<file path="config.mk">
export PLATFORM = sky130hd
export DESIGN_NAME = hsv_to_rgb_converter_top_flat
export DESIGN_NICKNAME = d
export VERILOG_FILES = /design/src/hw/rtl/hsv2rgb_pkg.sv /design/src/hw/rtl/hsv2rgb_if.sv /design/src/hw/rtl/hsv2rgb_to_rgb_converter_top.sv /design/src/hw/rtl/hsv2rgb_front.sv /design/src/hw/rtl/hsv2rgb_back.sv /design/src/flat_wrapper.sv
export SDC_FILE = /design/constraint.sdc
export NUM_CORES = 1
export LEC_CHECK = 0
export BUFFER_PORTS_ARGS = -buffer_cell sky130_fd_sc_hd__buf_2
export CORE_MARGIN = 2
export CORE_UTILIZATION = 58
export DETAILED_ROUTE_END_ITERATION = 10
export PLACE_DENSITY = 0.82
export SYNTH_ARGS = -nofsm -noshare
export SYNTH_HDL_FRONTEND = slang
export SYNTH_SLANG_ARGS = --single-unit
</file>
<file path="constraint.sdc">
create_clock -name clk_i -period 5.3 [get_ports clk_i]
set_clock_uncertainty 0.15 [all_clocks]
set_input_delay 0.53 -clock clk_i [delete_from_list [all_inputs] [get_ports clk_i]]
set_output_delay 0.53 -clock clk_i [all_outputs]
set_load 0.02 [all_outputs]
</file>
<file path="src/hw/rtl/hsv2rgb_pkg.sv">
// HSV to RGB converter: shared types and fixed-point constants.
// No dependencies; every other file of the block imports this package.
`default_nettype none

package hsv2rgb_pkg;

  // Fixed-point formats
  localparam int FRAC_BITS     = 12;
  localparam int HUE_FRAC_BITS = 6;

  // Field widths
  localparam int HUE_W  = 16;               // input hue word
  localparam int CH_W   = FRAC_BITS + 1;    // Q1.FRAC_BITS channel
  localparam int H_W    = 15;               // hue after reduction, below TURN
  localparam int POS_W  = 12;               // position within one sector
  localparam int PROD_W = 2 * FRAC_BITS + 1; // V*S product
  localparam int CR_W   = CH_W + POS_W - 1;  // C*ramp, never above ONE*SEG

  // Angle constants in hue units
  localparam int SEG_I  = 60 << HUE_FRAC_BITS;
  localparam int TURN_I = 6 * SEG_I;

  // SEG = SEG_ODD << SEG_SHIFT; the odd factor is divided out by reciprocal
  localparam int SEG_SHIFT   = HUE_FRAC_BITS + 2;
  localparam int SEG_ODD     = SEG_I >> SEG_SHIFT;
  localparam int RECIP_SHIFT = 19;
  localparam int RECIP_I     = ((1 << RECIP_SHIFT) / SEG_ODD) + 1;
  localparam int RECIP_W     = 16;
  localparam int T_W         = CR_W + 1 - SEG_SHIFT;
  localparam int Q_W         = T_W + RECIP_W;

  localparam logic [CH_W-1:0]    ONE       = CH_W'(1 << FRAC_BITS);
  localparam logic [PROD_W-1:0]  HALF_ONE  = PROD_W'(1 << (FRAC_BITS - 1));
  localparam logic [HUE_W-1:0]   TURN      = HUE_W'(TURN_I);
  localparam logic [HUE_W-1:0]   TURN2     = HUE_W'(2 * TURN_I);
  localparam logic [POS_W-1:0]   SEG       = POS_W'(SEG_I);
  localparam logic [CR_W:0]      HALF_SEG  = (CR_W + 1)'(SEG_I / 2);
  localparam logic [RECIP_W-1:0] RECIP     = RECIP_W'(RECIP_I);

  // 60-degree sector of the hue circle
  typedef enum logic [2:0] {
    SEC_R_Y = 3'd0,
    SEC_Y_G = 3'd1,
    SEC_G_C = 3'd2,
    SEC_C_B = 3'd3,
    SEC_B_M = 3'd4,
    SEC_M_R = 3'd5
  } sector_e;

  // Word handed from the front end to the back end
  typedef struct packed {
    sector_e            sector;
    logic [POS_W-1:0]   ramp;
    logic [CH_W-1:0]    chroma;
    logic [CH_W-1:0]    offset;
  } mid_t;

endpackage

`default_nettype wire

</file>
<file path="src/hw/rtl/hsv2rgb_if.sv">
// Valid/ready channel interfaces for the HSV input and RGB output words.
// Depends on hsv2rgb_pkg for field widths.
`default_nettype none

interface hsv2rgb_hsv_if
  import hsv2rgb_pkg::*;
  ();
  logic             valid;
  logic             ready;
  logic [HUE_W-1:0] hue;
  logic [CH_W-1:0]  saturation;
  logic [CH_W-1:0]  brightness;

  modport source (output valid, output hue, output saturation, output brightness,
                  input ready);
  modport sink   (input valid, input hue, input saturation, input brightness,
                  output ready);
endinterface

interface hsv2rgb_rgb_if
  import hsv2rgb_pkg::*;
  ();
  logic            valid;
  logic            ready;
  logic [CH_W-1:0] red;
  logic [CH_W-1:0] green;
  logic [CH_W-1:0] blue;

  modport source (output valid, output red, output green, output blue, input ready);
  modport sink   (input valid, input red, input green, input blue, output ready);
endinterface

`default_nettype wire

</file>
<file path="src/hw/rtl/hsv2rgb_to_rgb_converter_top.sv">
// Top level of the HSV to RGB converter: front end and back end pipelines.
// Depends on hsv2rgb_pkg, hsv2rgb_if, hsv2rgb_front and hsv2rgb_back.
`default_nettype none

//  channel | dir | word fields                       | handshake
//  --------+-----+-----------------------------------+-------------
//  hsv_i   | in  | hue[15:0] saturation[12:0]        | valid/ready
//          |     | brightness[12:0]                  |
//  rgb_o   | out | red[12:0] green[12:0] blue[12:0]  | valid/ready
//
// Five register stages; a word taken from hsv_i passes through them to rgb_o. One
// word per cycle sustained while rgb_o is not stalled: every stage takes a new word
// as it hands its current one on; ready ripples back through all stages at once.
// Reset clears only the stage valid bits; no clearing pass, no warm-up.
// A stall on rgb_o holds each full stage in place; empty stages still fill,
// so bubbles close up and no word is dropped or repeated.

module hsv_to_rgb_converter_top
  import hsv2rgb_pkg::*;
(
  input  logic           clk_i,
  input  logic           rst_ni,
  hsv2rgb_hsv_if.sink    hsv_i,
  hsv2rgb_rgb_if.source  rgb_o
);

  // Word between the two halves: sector, ramp numerator, chroma, offset
  logic mid_valid;
  logic mid_ready;
  mid_t mid;

  // Stages 1-2: wrap hue, clamp S and V, form chroma and the sector
  hsv2rgb_front u_front (
    .clk_i       (clk_i),
    .rst_ni      (rst_ni),
    .hsv_i       (hsv_i),
    .mid_valid_o (mid_valid),
    .mid_ready_i (mid_ready),
    .mid_o       (mid)
  );

  // Stages 3-5: ramp term, component order, offset, output register
  hsv2rgb_back u_back (
    .clk_i       (clk_i),
    .rst_ni      (rst_ni),
    .mid_valid_i (mid_valid),
    .mid_ready_o (mid_ready),
    .mid_i       (mid),
    .rgb_o       (rgb_o)
  );

endmodule

`default_nettype wire

</file>
<file path="src/hw/rtl/hsv2rgb_front.sv">
// Front end, two stages: hue reduction, clamping, V*S, then chroma, sector, ramp.
// Depends on hsv2rgb_pkg and hsv2rgb_hsv_if.
`default_nettype none

module hsv2rgb_front
  import hsv2rgb_pkg::*;
(
  input  logic                clk_i,
  input  logic                rst_ni,
  hsv2rgb_hsv_if.sink         hsv_i,
  output logic                mid_valid_o,
  input  logic                mid_ready_i,
  output mid_t                mid_o
);

  logic              s1_vld_q, s2_vld_q;
  logic              en1, en2;

  logic [H_W-1:0]    h_d, h_q;
  logic [CH_W-1:0]   v_d, v_q;
  logic [PROD_W-1:0] prod_d, prod_q;
  logic [HUE_W-1:0]  hue_sub;
  logic [CH_W-1:0]   s_cl;

  logic [PROD_W-1:0] prod_rnd;
  logic [2:0]        sec;
  logic [H_W-1:0]    base;
  logic [POS_W-1:0]  pos;
  mid_t              mid_d, mid_q;

  // Advance a stage when it is empty or its word moves on
  assign en2           = !s2_vld_q || mid_ready_i;
  assign en1           = !s1_vld_q || en2;
  assign hsv_i.ready   = en1;
  assign mid_valid_o   = s2_vld_q;
  assign mid_o         = mid_q;

  // Stage 1: wrap hue into one turn, clamp S and V, multiply
  always_comb begin
    if (hsv_i.hue >= TURN2) begin
      hue_sub = hsv_i.hue - TURN2;
    end else if (hsv_i.hue >= TURN) begin
      hue_sub = hsv_i.hue - TURN;
    end else begin
      hue_sub = hsv_i.hue;
    end
    h_d    = hue_sub[H_W-1:0];
    s_cl   = (hsv_i.saturation > ONE) ? ONE : hsv_i.saturation;
    v_d    = (hsv_i.brightness > ONE) ? ONE : hsv_i.brightness;
    prod_d = PROD_W'(v_d) * PROD_W'(s_cl);
  end

  // Stage 2: round chroma, find sector and ramp, form offset
  always_comb begin
    prod_rnd = prod_q + HALF_ONE;
    sec      = 3'd0;
    base     = '0;
    for (int k = 1; k < 6; k++) begin
      if (h_q >= H_W'(k * SEG_I)) begin
        sec  = 3'(k);
        base = H_W'(k * SEG_I);
      end
    end
    pos          = POS_W'(h_q - base);
    mid_d.sector = sector_e'(sec);
    mid_d.ramp   = sec[0] ? (SEG - pos) : pos;
    mid_d.chroma = prod_rnd[FRAC_BITS +: CH_W];
    mid_d.offset = v_q - mid_d.chroma;
  end

  always_ff @(posedge clk_i or negedge rst_ni) begin
    if (!rst_ni) begin
      s1_vld_q <= 1'b0;
      s2_vld_q <= 1'b0;
    end else begin
      if (en1) s1_vld_q <= hsv_i.valid;
      if (en2) s2_vld_q <= s1_vld_q;
    end
  end

  always_ff @(posedge clk_i) begin
    if (en1) begin
      h_q    <= h_d;
      v_q    <= v_d;
      prod_q <= prod_d;
    end
    if (en2) begin
      mid_q <= mid_d;
    end
  end

endmodule

`default_nettype wire

</file>
<file path="src/hw/rtl/hsv2rgb_back.sv">
// Back end, three stages: C*ramp, divide by the sector width, order and offset.
// Depends on hsv2rgb_pkg and hsv2rgb_rgb_if.
`default_nettype none

module hsv2rgb_back
  import hsv2rgb_pkg::*;
(
  input  logic                clk_i,
  input  logic                rst_ni,
  input  logic                mid_valid_i,
  output logic                mid_ready_o,
  input  mid_t                mid_i,
  hsv2rgb_rgb_if.source       rgb_o
);

  logic             s3_vld_q, s4_vld_q, s5_vld_q;
  logic             en3, en4, en5;

  // stage 3
  logic [CR_W-1:0]  cr_d, cr_q;
  sector_e          sec3_q;
  logic [CH_W-1:0]  c3_q, m3_q;
  // stage 4
  logic [CR_W:0]    cr_rnd;
  logic [T_W-1:0]   t_w;
  logic [Q_W-1:0]   qp_d, qp_q;
  sector_e          sec4_q;
  logic [CH_W-1:0]  c4_q, m4_q;
  // stage 5
  logic [CH_W-1:0]  x_w;
  logic [CH_W-1:0]  r_d, g_d, b_d;
  logic [CH_W-1:0]  r_q, g_q, b_q;

  assign en5         = !s5_vld_q || rgb_o.ready;
  assign en4         = !s4_vld_q || en5;
  assign en3         = !s3_vld_q || en4;
  assign mid_ready_o = en3;

  assign rgb_o.valid = s5_vld_q;
  assign rgb_o.red   = r_q;
  assign rgb_o.green = g_q;
  assign rgb_o.blue  = b_q;

  // Stage 3: chroma times ramp numerator
  assign cr_d = CR_W'(CR_W'(mid_i.chroma) * CR_W'(mid_i.ramp));

  // Stage 4: round, drop the power-of-two part, multiply by the reciprocal
  always_comb begin
    cr_rnd = {1'b0, cr_q} + HALF_SEG;
    t_w    = cr_rnd[SEG_SHIFT +: T_W];
    qp_d   = Q_W'(t_w) * Q_W'(RECIP);
  end

  // Stage 5: pick the component order and add the offset
  always_comb begin
    x_w = qp_q[RECIP_SHIFT +: CH_W];
    case (sec4_q)
      SEC_R_Y: begin r_d = c4_q; g_d = x_w;  b_d = '0;   end
      SEC_Y_G: begin r_d = x_w;  g_d = c4_q; b_d = '0;   end
      SEC_G_C: begin r_d = '0;   g_d = c4_q; b_d = x_w;  end
      SEC_C_B: begin r_d = '0;   g_d = x_w;  b_d = c4_q; end
      SEC_B_M: begin r_d = x_w;  g_d = '0;   b_d = c4_q; end
      default: begin r_d = c4_q; g_d = '0;   b_d = x_w;  end
    endcase
    r_d = r_d + m4_q;
    g_d = g_d + m4_q;
    b_d = b_d + m4_q;
  end

  always_ff @(posedge clk_i or negedge rst_ni) begin
    if (!rst_ni) begin
      s3_vld_q <= 1'b0;
      s4_vld_q <= 1'b0;
      s5_vld_q <= 1'b0;
    end else begin
      if (en3) s3_vld_q <= mid_valid_i;
      if (en4) s4_vld_q <= s3_vld_q;
      if (en5) s5_vld_q <= s4_vld_q;
    end
  end

  always_ff @(posedge clk_i) begin
    if (en3) begin
      cr_q   <= cr_d;
      sec3_q <= mid_i.sector;
      c3_q   <= mid_i.chroma;
      m3_q   <= mid_i.offset;
    end
    if (en4) begin
      qp_q   <= qp_d;
      sec4_q <= sec3_q;
      c4_q   <= c3_q;
      m4_q   <= m3_q;
    end
    if (en5) begin
      r_q <= r_d;
      g_q <= g_d;
      b_q <= b_d;
    end
  end

`ifndef SYNTH
  // The ramp term never exceeds chroma
  a_ramp_le_chroma: assert property (@(posedge clk_i) disable iff (!rst_ni)
    s4_vld_q |-> (x_w <= c4_q))
    else $error("ramp term above chroma");

  // No component can go above one
  a_out_bound: assert property (@(posedge clk_i) disable iff (!rst_ni)
    s5_vld_q |-> ((r_q <= ONE) && (g_q <= ONE) && (b_q <= ONE)))
    else $error("output component above one");

  // One component carries the full value V = C + M
  a_out_max: assert property (@(posedge clk_i) disable iff (!rst_ni)
    (s4_vld_q && en5) |=> ((r_q == $past(c4_q + m4_q)) || (g_q == $past(c4_q + m4_q))
                           || (b_q == $past(c4_q + m4_q))))
    else $error("no component equals brightness");

  // One component sits at the offset alone
  a_out_min: assert property (@(posedge clk_i) disable iff (!rst_ni)
    (s4_vld_q && en5) |=> ((r_q == $past(m4_q)) || (g_q == $past(m4_q))
                           || (b_q == $past(m4_q))))
    else $error("no component equals offset");
`endif

endmodule

`default_nettype wire
</file>
<file path="src/flat_wrapper.sv">
// flat-port wrapper written by rule: the top's interface ports become plain ports
module hsv_to_rgb_converter_top_flat import hsv2rgb_pkg::*;
  (clk_i, rst_ni, hsv_i_valid, hsv_i_hue, hsv_i_saturation, hsv_i_brightness, hsv_i_ready, rgb_o_valid, rgb_o_red, rgb_o_green, rgb_o_blue, rgb_o_ready);
  hsv2rgb_hsv_if hsv_i_i ();
  hsv2rgb_rgb_if rgb_o_i ();
  input  logic clk_i;
  input  logic rst_ni;
  input wire logic [$bits(hsv_i_i.valid)-1:0] hsv_i_valid;
  input wire logic [$bits(hsv_i_i.hue)-1:0] hsv_i_hue;
  input wire logic [$bits(hsv_i_i.saturation)-1:0] hsv_i_saturation;
  input wire logic [$bits(hsv_i_i.brightness)-1:0] hsv_i_brightness;
  output wire logic [$bits(hsv_i_i.ready)-1:0] hsv_i_ready;
  output wire logic [$bits(rgb_o_i.valid)-1:0] rgb_o_valid;
  output wire logic [$bits(rgb_o_i.red)-1:0] rgb_o_red;
  output wire logic [$bits(rgb_o_i.green)-1:0] rgb_o_green;
  output wire logic [$bits(rgb_o_i.blue)-1:0] rgb_o_blue;
  input wire logic [$bits(rgb_o_i.ready)-1:0] rgb_o_ready;
  assign hsv_i_i.valid = hsv_i_valid;
  assign hsv_i_i.hue = hsv_i_hue;
  assign hsv_i_i.saturation = hsv_i_saturation;
  assign hsv_i_i.brightness = hsv_i_brightness;
  assign hsv_i_ready = hsv_i_i.ready;
  assign rgb_o_valid = rgb_o_i.valid;
  assign rgb_o_red = rgb_o_i.red;
  assign rgb_o_green = rgb_o_i.green;
  assign rgb_o_blue = rgb_o_i.blue;
  assign rgb_o_i.ready = rgb_o_ready;
  hsv_to_rgb_converter_top u_core (.clk_i(clk_i), .rst_ni(rst_ni), .hsv_i(hsv_i_i), .rgb_o(rgb_o_i));
endmodule
</file>
Word-level counts from Yosys, hierarchy flattened
Index checks and enable logic that the tools add are counted.
Widths: inputs -> output; s select.
{"block": "totals", "regBits": 252, "out_inout_bits": 41, "input_bits": 46, "word_cells": 86}
{"block": "op_classes", "eq_ne": 4, "n_addsub": 10, "multipliers": 3, "mux": 18, "order_cmp": 9, "reduce_logical": 18}
{"operator": "$pmux 13 s2", "count": 3}
{"operator": "$mux 12", "count": 6}
{"operator": "$add 13x13->13", "count": 3}
{"operator": "$mul 17x16->32 const B", "count": 1}
{"operator": "$ge 15x14->1 const B", "count": 2}
{"operator": "$mux 15", "count": 2}
{"operator": "$gt 13x13->1 const B", "count": 2}
{"operator": "$mux 13", "count": 2}
{"operator": "$add 24x11->25 const B", "count": 1}
{"operator": "$add 25x12->25 const B", "count": 1}
{"operator": "$mul 13x13->25", "count": 1}
{"operator": "$mul 13x12->24", "count": 1}
{"operator": "$ge 16x15->1 const B", "count": 1}
{"operator": "$ge 16x16->1 const B", "count": 1}
{"operator": "$ge 15x12->1 const B", "count": 1}
{"operator": "$ge 15x13->1 const B", "count": 1}
{"operator": "$ge 15x15->1 const B", "count": 1}
{"operator": "$sub 15x14->15 const B", "count": 1}
{"operator": "$sub 15x15->15 const B", "count": 1}
{"operator": "$reduce_or 2->1", "count": 7}
{"operator": "$sub 13x13->13", "count": 1}
{"operator": "$sub 12x12->12", "count": 1}
{"operator": "$sub 12x12->12 const A", "count": 1}
{"operator": "$eq 3x2->1 const B", "count": 2}
{"operator": "other kinds (7)", "count": 18}

Depth between registers and ports, before layout
Gate-level depths: netlist (run 1).
{"block": "logic_depth", "depth_word": 9, "mapped_depth": 23}

By module
A second synthesis (run 1) with hierarchy kept.
{"block": "hier_totals", "hier_cells": 2370, "area_unflattened_um2": 23306.1}
{"mod": "hsv2rgb_back", "area_each_um2": 13843.3, "cells_each": 1378, "n_inst": 1, "seq_area_each_um2": 3888.7}
{"mod": "hsv2rgb_front", "area_each_um2": 9462.8, "cells_each": 992, "n_inst": 1, "seq_area_each_um2": 2542.4}

Worst setup path before layout (run 1)
No wires, ideal clock.
{"block": "synth_timing", "path_kind": "input port to flip-flop", "start": "in hsv_i_brightness[12]", "end": "reg u_core.u_front.prod_q[24], data pin", "path_buffers": 2, "path_slack_ps": -974, "path_stages": 23, "t_arrival_ps": 5967, "setup_time_ps": 157, "cell_sequence": "buf_2 clkinv_1 clkbuf_1 nand2_1 nor2_1 fa_1 inv_1 fa_1 inv_1 fa_1 fa_1 inv_1 fa_1 inv_1 ha_1 a21o_1 a21o_1 a21o_1 a221o_1 o211ai_2 a41oi_2 and4_1 nor3_1"}
{"block": "synth_between", "elab_chain_len": 3}
{"item": "start: declaration", "line": "flat_wrapper.sv:11", "text": "input wire logic [$bits(hsv_i_i.brightness)-1:0] hsv_i_brightness;"}
{"item": "$gt 13x13->1", "line": "hsv2rgb_front.sv:49", "text": "v_d = (hsv_i.brightness > ONE) ? ONE : hsv_i.brightness;"}
{"item": "$mux 13 *", "line": "hsv2rgb_front.sv:49"}
{"item": "$mul 13x13->25 *", "line": "hsv2rgb_front.sv:50", "text": "prod_d = PROD_W'(v_d) * PROD_W'(s_cl);"}
{"item": "via u_core.u_front.prod_d[24]", "line": "hsv2rgb_front.sv:21", "text": "logic [PROD_W-1:0] prod_d, prod_q;"}
{"item": "end signal: assignment", "line": "hsv2rgb_front.sv:85", "text": "prod_q <= prod_d;"}
{"item": "end: declaration", "line": "hsv2rgb_front.sv:21"}
Mark *: on every way through the listed nets, which the timed path passes. The rest lies on a longest branch.
A chain may end at the register's enable or synchronous reset.

Worst setup path in the final report (run 1)
{"block": "layout_timing", "start": "reg u_core.u_back.cr_q[8]", "end": "reg u_core.u_back.qp_q[27], data pin"}
{"block": "layout_between", "elab_chain_len": 2}
{"item": "start: declaration", "line": "hsv2rgb_back.sv:20", "text": "logic [CR_W-1:0] cr_d, cr_q;"}
{"item": "start signal: assignment", "line": "hsv2rgb_back.sv:84", "text": "cr_q <= cr_d;"}
{"item": "$add 24x11->25", "line": "hsv2rgb_back.sv:49", "text": "cr_rnd = {1'b0, cr_q} + HALF_SEG;"}
{"item": "$mul 17x16->32", "line": "hsv2rgb_back.sv:51", "text": "qp_d = Q_W'(t_w) * Q_W'(RECIP);"}
{"item": "via u_core.u_back.qp_d[27]", "line": "hsv2rgb_back.sv:26", "text": "logic [Q_W-1:0] qp_d, qp_q;"}
{"item": "end signal: assignment", "line": "hsv2rgb_back.sv:90", "text": "qp_q <= qp_d;"}
{"item": "end: declaration", "line": "hsv2rgb_back.sv:26"}
The timed path passes the listed nets, and every way through them passes these cells.

==> qor.csv, run 1 <==
stage;metric;value;unit
status;status;finished with violations;
status;violated checks;setup timing;
cells_and_area;fill count;2662;
clock_tree;CTS Sinks;215;
worst_hold_path;hold depth;2;
floorplanning;core footprint;38800;um2
routing;Post-DRT Antenna Nets;0;
global_route;pin count of the biggest net entering global routing;53;
routing;routed len/inst;17.4;um
floorplanning;Initial Utilization;59.1;%
global_route;vias in the first global route;18600;
timing;Setup violations, final;27;
synth;Post-synth EDFFs;210;
place;placed cell count;3083;
synth;largest area contributor in the netlist;edfxtp_1;
synth;#FFs+latches synth;215;
routing;Vias;17500;
clock_tree;Worst-path clk slew;0.06;ns
floorplanning;die height;203;um
synth;synthesized area;23000;um2
synth;Seq/Total Area, Yosys;28.0;%
timing;total negative setup slack;-6.45;ns
routing;initial drt markers;959;
cells_and_area;final std cells w/o fill;3162;
critical_path;Most Frequent Cell on Critical Path;fa_1;
synth;Synth Flop Type;edfxtp_1;
clock_tree;H-tree depth;1;
critical_path;max incr delay on CP;0.55;ns
global_route;initial antenna violation count;1;
critical_path;CP Class;flop to flop;
synth;syn nets;2870;
timing;Slew Limit Fails;0;
critical_path;CP endpoint kind;flop;
clock_tree;CTS Buf Count;23;
run;maxcap violations;0;
cells_and_area;layout cell share with drive strength beyond 1;21.3;%
cells_and_area;# diodes;0;
timing;Fmax achieved;173;MHz
clock_tree;Root Driver;clkbuf_16;
global_route;total grt overflow;0;
clock_tree;TritonCTS clock tree;done;
timing;fin crit share;109;%
cells_and_area;Reg area;6430;um2
clock_tree;CTS Buffer Depth;3;
critical_path;Worst path slowest cell;or4b_4;
routing;detailed-route wire length;54900;um
timing;relative slew slack;23.5;%
routing;detailed-route DRC error count;0;
timing;Final min period;5.79;ns
global_route;Tot GR Track Use;26.5;%
place;detailed placement HPWL;43500;um
synth;top cells by area, synth;edfxtp_1 27%, fa_1 22%, ha_1 15%;
cells_and_area;Area Overhead vs Synth;20.0;%
routing;via/cell ratio;5.52;
global_route;first-pass GRT wire length;87500;um
place;# port buffers;86;
synth;Synth Instances;2292;
critical_path;worst path required time;5.43;ns
synth;synthesized area per cell;10.0;um2
synth;Yosys Warn Count;0;
timing;final hold viol count;0;
synth;Synth cell types;72;
cells_and_area;multi-input logic area;15500;um2
timing;worst setup margin;-0.489;ns
floorplanning;die width;203;um
worst_hold_path;Min-Delay Path Class;input pin to flop;
cells_and_area;layout net count;3206;
critical_path;CP Launch Type;flop;
critical_path;CP cell instances;inv_1 > ha_2 > nor3b_4 > and2b_2 > nand2_2 > xnor2_2 > ha_1 > inv_2 > fa_1 > fa_1 > inv_1 > fa_1 > ha_4 > ha_4 > nand4_1 > a21oi_2 > nand3_1 > or4b_4 > a211oi_4 > buf_4 > o21a_1 > nor2_1 > xnor2_1;
critical_path;Reg2Reg Depth;23;
timing;RSZ-0062 raised after global routing;yes;
routing;Initial DRT Pass Iterations;6;
critical_path;worst-path fanout max;3;
synth;area share of the largest cell type after synthesis;27.5;%
synth;Async SR Flop Fraction;2.33;%
clock_tree;clock latency on the worst-skew pair;0.54;ns
floorplanning;I/O Pins;87;
place;RePlAce Congestion;0.938;
floorplanning;Die ar.;41200;um2
critical_path;arrival time at the worst endpoint;5.92;ns
timing;worst slew pin tran;1.15;ns
floorplanning;num rows;72;
[cell families (layout without fill, tap and decap cells)]
family	after synthesis	after routing	synth area share (%)
adders and majority gates	532	532	37.3
muxes	15	15	0.686
xor gates and xnor gates	137	137	5.26
AOI/OAI and AO/OA	259	259	7.51
buffers and inverters	441	793	7.21
and+or+nand+nor	693	693	14.0
DFF	215	215	28.0
[layout by cell type, fill, tap and decap left out, drive strengths merged, types with 69 or more instances in the layout]
cell / n
nand2: 309
buf: 370
nor2: 139
inv: 374
xnor2: 104
fa: 254
edfxtp: 210
ha: 278
and2: 71
a21oi: 69
[layer usage]
| layer | global-route usage, % | wire (um) | share of wire [%] | up-vias |
|---|---|---|---|---|
| met2 | 48.4 | 28100 | 51 | 587 |
| met1 | 31.2 | 21300 | 39 | 8528 |
| met5 | 0 | 11 | 0.020 | - |
| met3 | 3.26 | 2930 | 5.3 | 180 |
| met4 | 11.5 | 2630 | 4.8 | 2 |
| li1 | - | - | - | 8172 |
[critical path, delay by kind of cell, from the launching register on]
| kind | cells | cell delay [ns] |
|---|---|---|
| DFF | 1 | 0.38 |
| xor gates and xnor gates | 2 | 0.23 |
| and+or+nand+nor | 7 | 1.34 |
| buffers and inverters | 4 | 0.33 |
| adders and majority gates | 7 | 2.52 |
| AOI/OAI and AO/OA | 3 | 0.58 |
[cells in the mapped netlist (all sizes together) (55+ instances only)]
| master | number |
|---|---|
| inv | 370 |
| nand2 | 309 |
| ha | 278 |
| fa | 254 |
| edfxtp | 210 |
| nor2 | 139 |
| xnor2 | 104 |
| and2 | 71 |
| a21oi | 69 |
| clkbuf | 56 |
| o21ai | 55 |
[sequential cells by signal, indices dropped and copies added (netlist names)]
register,count
u_core.u_back.c3_q,13
u_core.u_back.c4_q,13
u_core.u_back.cr_q,17
u_core.u_back.m3_q,13
u_core.u_back.m4_q,13
u_core.u_back.qp_q,13
u_core.u_back.rgb_o.blue,13
u_core.u_back.rgb_o.green,13
u_core.u_back.rgb_o.red,13
u_core.u_back.rgb_o.valid,1
u_core.u_back.s3_vld_q,1
u_core.u_back.s4_vld_q,1
u_core.u_back.sec3_q,3
u_core.u_back.sec4_q,3
u_core.u_front.h_q,15
u_core.u_front.mid_o,41
u_core.u_front.mid_valid_o,1
u_core.u_front.prod_q,14
u_core.u_front.s1_vld_q,1
u_core.u_front.v_q,13
[through the flow]
step                      area [um2]  hold WS (ns)  setup WS (ns)  utilization (%)
after floorplan                23300        0.0844         -0.402                -
after global placement         25900         0.198         -0.674             66.8
after detailed placement       25900         0.202         -0.834             66.8
after CTS                      27100        0.0197         -0.469             69.7
after global routing           27600        0.0250         -0.698             71.0
final                          27600        0.0223         -0.489             71.0
[layout make-up]
class / instances / area share (%)
Tap cell: 518 / 2.35
Inverter: 381 / 5.32
Timing Repair Buffer: 371 / 9.88
Multi-Input combinational cell: 1636 / 56.4
Sequential cell: 215 / 23.3
Clock inverter: 10 / 0.454
Clock buffer: 31 / 2.31
[worst paths after layout]
path / startpoint / to / slack (ns)
max: u_core.u_back.cr_q[8] / u_core.u_back.qp_q[27] / -0.49
min: hsv_i_valid / u_core.u_front.s1_vld_q / 0.02
max reg2reg: u_core.u_back.cr_q[8] / u_core.u_back.qp_q[27] / -0.49
min reg2reg: u_core.u_back.sec3_q[0] / u_core.u_back.sec4_q[0] / 0.27
max in group asynchronous: rst_ni / u_core.u_back.s3_vld_q / 4.69
min in group asynchronous: rst_ni / u_core.u_front.s1_vld_q / 0.18
[repair_timing]
item,4_1_cts,5_1_grt
setup buffers,24,17
resized for setup,51,89
pin swaps,62,58
endpoints found under the hold margin,5,0
endpoints found under the setup margin,31,32
hold buffers,1,0
Power of run 1 is not shown: default switching activity piles up to over one toggle a cycle in this logic, so the estimate is an artifact.
==> run 2, diff against run 1 <==
--- a/config.mk
+++ b/config.mk
@@ -7,9 +7,9 @@
 export LEC_CHECK = 0
 export BUFFER_PORTS_ARGS = -buffer_cell sky130_fd_sc_hd__buf_2
 export CORE_MARGIN = 2
-export CORE_UTILIZATION = 58
+export CORE_UTILIZATION = 65
 export DETAILED_ROUTE_END_ITERATION = 10
-export PLACE_DENSITY = 0.82
+export PLACE_DENSITY = 0.87
 export SYNTH_ARGS = -nofsm -noshare
 export SYNTH_HDL_FRONTEND = slang
 export SYNTH_SLANG_ARGS = --single-unit
==> constraint.sdc (replaced) <==
create_clock -name clk_i -period 6.8 [get_ports clk_i]
set_clock_uncertainty 0.15 [all_clocks]
set_input_delay 0.68 -clock clk_i [delete_from_list [all_inputs] [get_ports clk_i]]
set_output_delay 0.68 -clock clk_i [all_outputs]
set_load 0.02 [all_outputs]
==> run 2 against run 1 <==
  * The run now ends clean
  * Sequential share of layout area is 2.7 points higher
  * Utilization is 0.47 points higher
  * Via count is 4.8% lower
  * Routed wire length is 8.5% lower
  * Sequential cell count stayed put
  * Final area is 10% lower
  * Critical path depth is 5 lower
  * First-iteration DRC count is 45% higher
  * Fmax is 8.0% lower
  * Critical path type unchanged
  * Critical endpoint is now u_core.u_back.cr_q[22]
  * Largest cell class unchanged
==> qor.csv, run 2 (synthesized netlist as in run 1, its figures left out) <==
stage;metric;value;unit
timing;Fmax achieved;159;MHz
floorplanning;num rows;68;
cells_and_area;layout cell share with drive strength beyond 1;7.77;%
routing;via/cell ratio;5.84;
clock_tree;CTS Buf Count;23;
cells_and_area;Final Instance Area;24800;um2
floorplanning;die width;192;um
place;detailed placement HPWL;40500;um
critical_path;worst setup path start;u_core.u_front.mid_o[15];
routing;detailed-route wire length;50200;um
global_route;total grt overflow;0;
floorplanning;Initial Utilization;66.3;%
routing;Initial DRT Pass Iterations;6;
cells_and_area;# diodes;0;
place;placed inst area;24000;um2
floorplanning;core footprint;34600;um2
critical_path;worst path required time;6.91;ns
critical_path;Reg-to-Reg Start;u_core.u_front.mid_o[15];
critical_path;worst-path fanout max;12;
timing;worst setup margin;0.507;ns
clock_tree;CTS Buffer Depth;3;
status;status;completed;
global_route;first-pass GRT wire length;83600;um
critical_path;CP Class;flop to flop;
floorplanning;die height;192;um
clock_tree;Worst-path clk slew;0.07;ns
timing;total negative setup slack;0;ns
routing;routed len/inst;17.6;um
timing;relative slew slack;23.3;%
floorplanning;I/O Pins;87;
place;# port buffers;86;
cells_and_area;Area Overhead vs Synth;7.77;%
clock_tree;H-tree depth;1;
critical_path;arrival time at the worst endpoint;6.41;ns
critical_path;CP Launch Type;flop;
global_route;initial antenna violation count;0;
global_route;Tot GR Track Use;28.6;%
place;RePlAce Congestion;0.938;
routing;Vias;16600;
clock_tree;clock latency on the worst-skew pair;0.53;ns
timing;Slew Limit Fails;0;
clock_tree;Root Driver;clkbuf_16;
routing;initial drt markers;1392;
timing;fin crit share;92.6;%
routing;detailed-route DRC error count;0;
clock_tree;# Post-CTS Setup Buffers;0;
cells_and_area;commonest non-fill, non-tap cells in the layout;370 x inv_1, 307 x nand2_1, 278 x ha_1;
run;maxcap violations;0;
worst_hold_path;Worst Min Path Start;hsv_i_valid;
cells_and_area;max FFs per register;41;
timing;Setup violations, final;0;
timing;RSZ-0062 raised after global routing;no;
global_route;pin count of the biggest net entering global routing;48;
clock_tree;TritonCTS clock tree;done;
timing;worst slew pin tran;1.15;ns
place;worst slack at placement;0.161;ns
cells_and_area;commonest non-fill, non-tap cell in the layout;inv_1;
floorplanning;Die ar.;36900;um2
clock_tree;Post-CTS Resized;0;
worst_hold_path;Min-Delay Path Class;input pin to flop;
cells_and_area;layout net count;2958;
timing;Final min period;6.29;ns
clock_tree;CTS Sinks;215;
timing;final hold viol count;0;
timing;Hold Slack;0.187;ns
global_route;vias in the first global route;17500;
critical_path;CP endpoint kind;flop;
routing;Post-DRT Antenna Nets;0;
-- run 2: final cells by class --
type	instances	area [um2]
Timing Repair Buffer	123	711
Tap cell	455	569
Clock inverter	12	128
Inverter	381	1430
Clock buffer	28	594
Multi-Input combinational cell	1636	14900
Fill cell	2359	9880
Sequential cell	215	6430
-- run 2: path summary, 6_finish.rpt --
check / to / cells after the start / slack, ns
min reg2reg: u_core.u_back.c4_q[12] / 0 / 0.26
min: u_core.u_front.s1_vld_q / 2 / 0.19
max: u_core.u_back.cr_q[22] / 18 / 0.51
min in group asynchronous: u_core.u_front.s1_vld_q / 2 / 0.34
max in group asynchronous: u_core.u_back.s4_vld_q / 2 / 6.03
max reg2reg: u_core.u_back.cr_q[22] / 18 / 0.51
-- run 2: what timing repair did --
action,in CTS,in global routing
endpoints found under the hold margin,5,0
hold buffers,1,0
endpoints found under the setup margin,0,0
-- run 2: critical path, cell delays in order, from the launching register on --
cell and delay [ns]:
edfxtp_1 0.73, nand2_1 0.16, fa_1 0.54, inv_1 0.06, fa_1 0.54, fa_1 0.58
inv_1 0.07, fa_1 0.55, inv_1 0.06, fa_1 0.48, ha_1 0.33, o21a_1 0.15
nor2_1 0.05, nor4_1 0.34, o21ai_0 0.23, o211ai_1 0.35, a31oi_1 0.24, o21bai_1 0.28
xor2_1 0.11
-- run 2: metrics by stage --
step	instances	util, %
after floorplan	2292	-
after global placement	2809	69.4
after detailed placement	2809	69.4
after CTS	2850	71.5
after global routing	2850	71.5
final	2850	71.5
-- run 2: metal layers --
metal  track usage, %  share of wire, %
met5                0                 0
met4             11.3               4.1
met2             49.6                49
met1             36.1                39
met3             4.28               7.5
Power of run 2 is left out for the same reason.
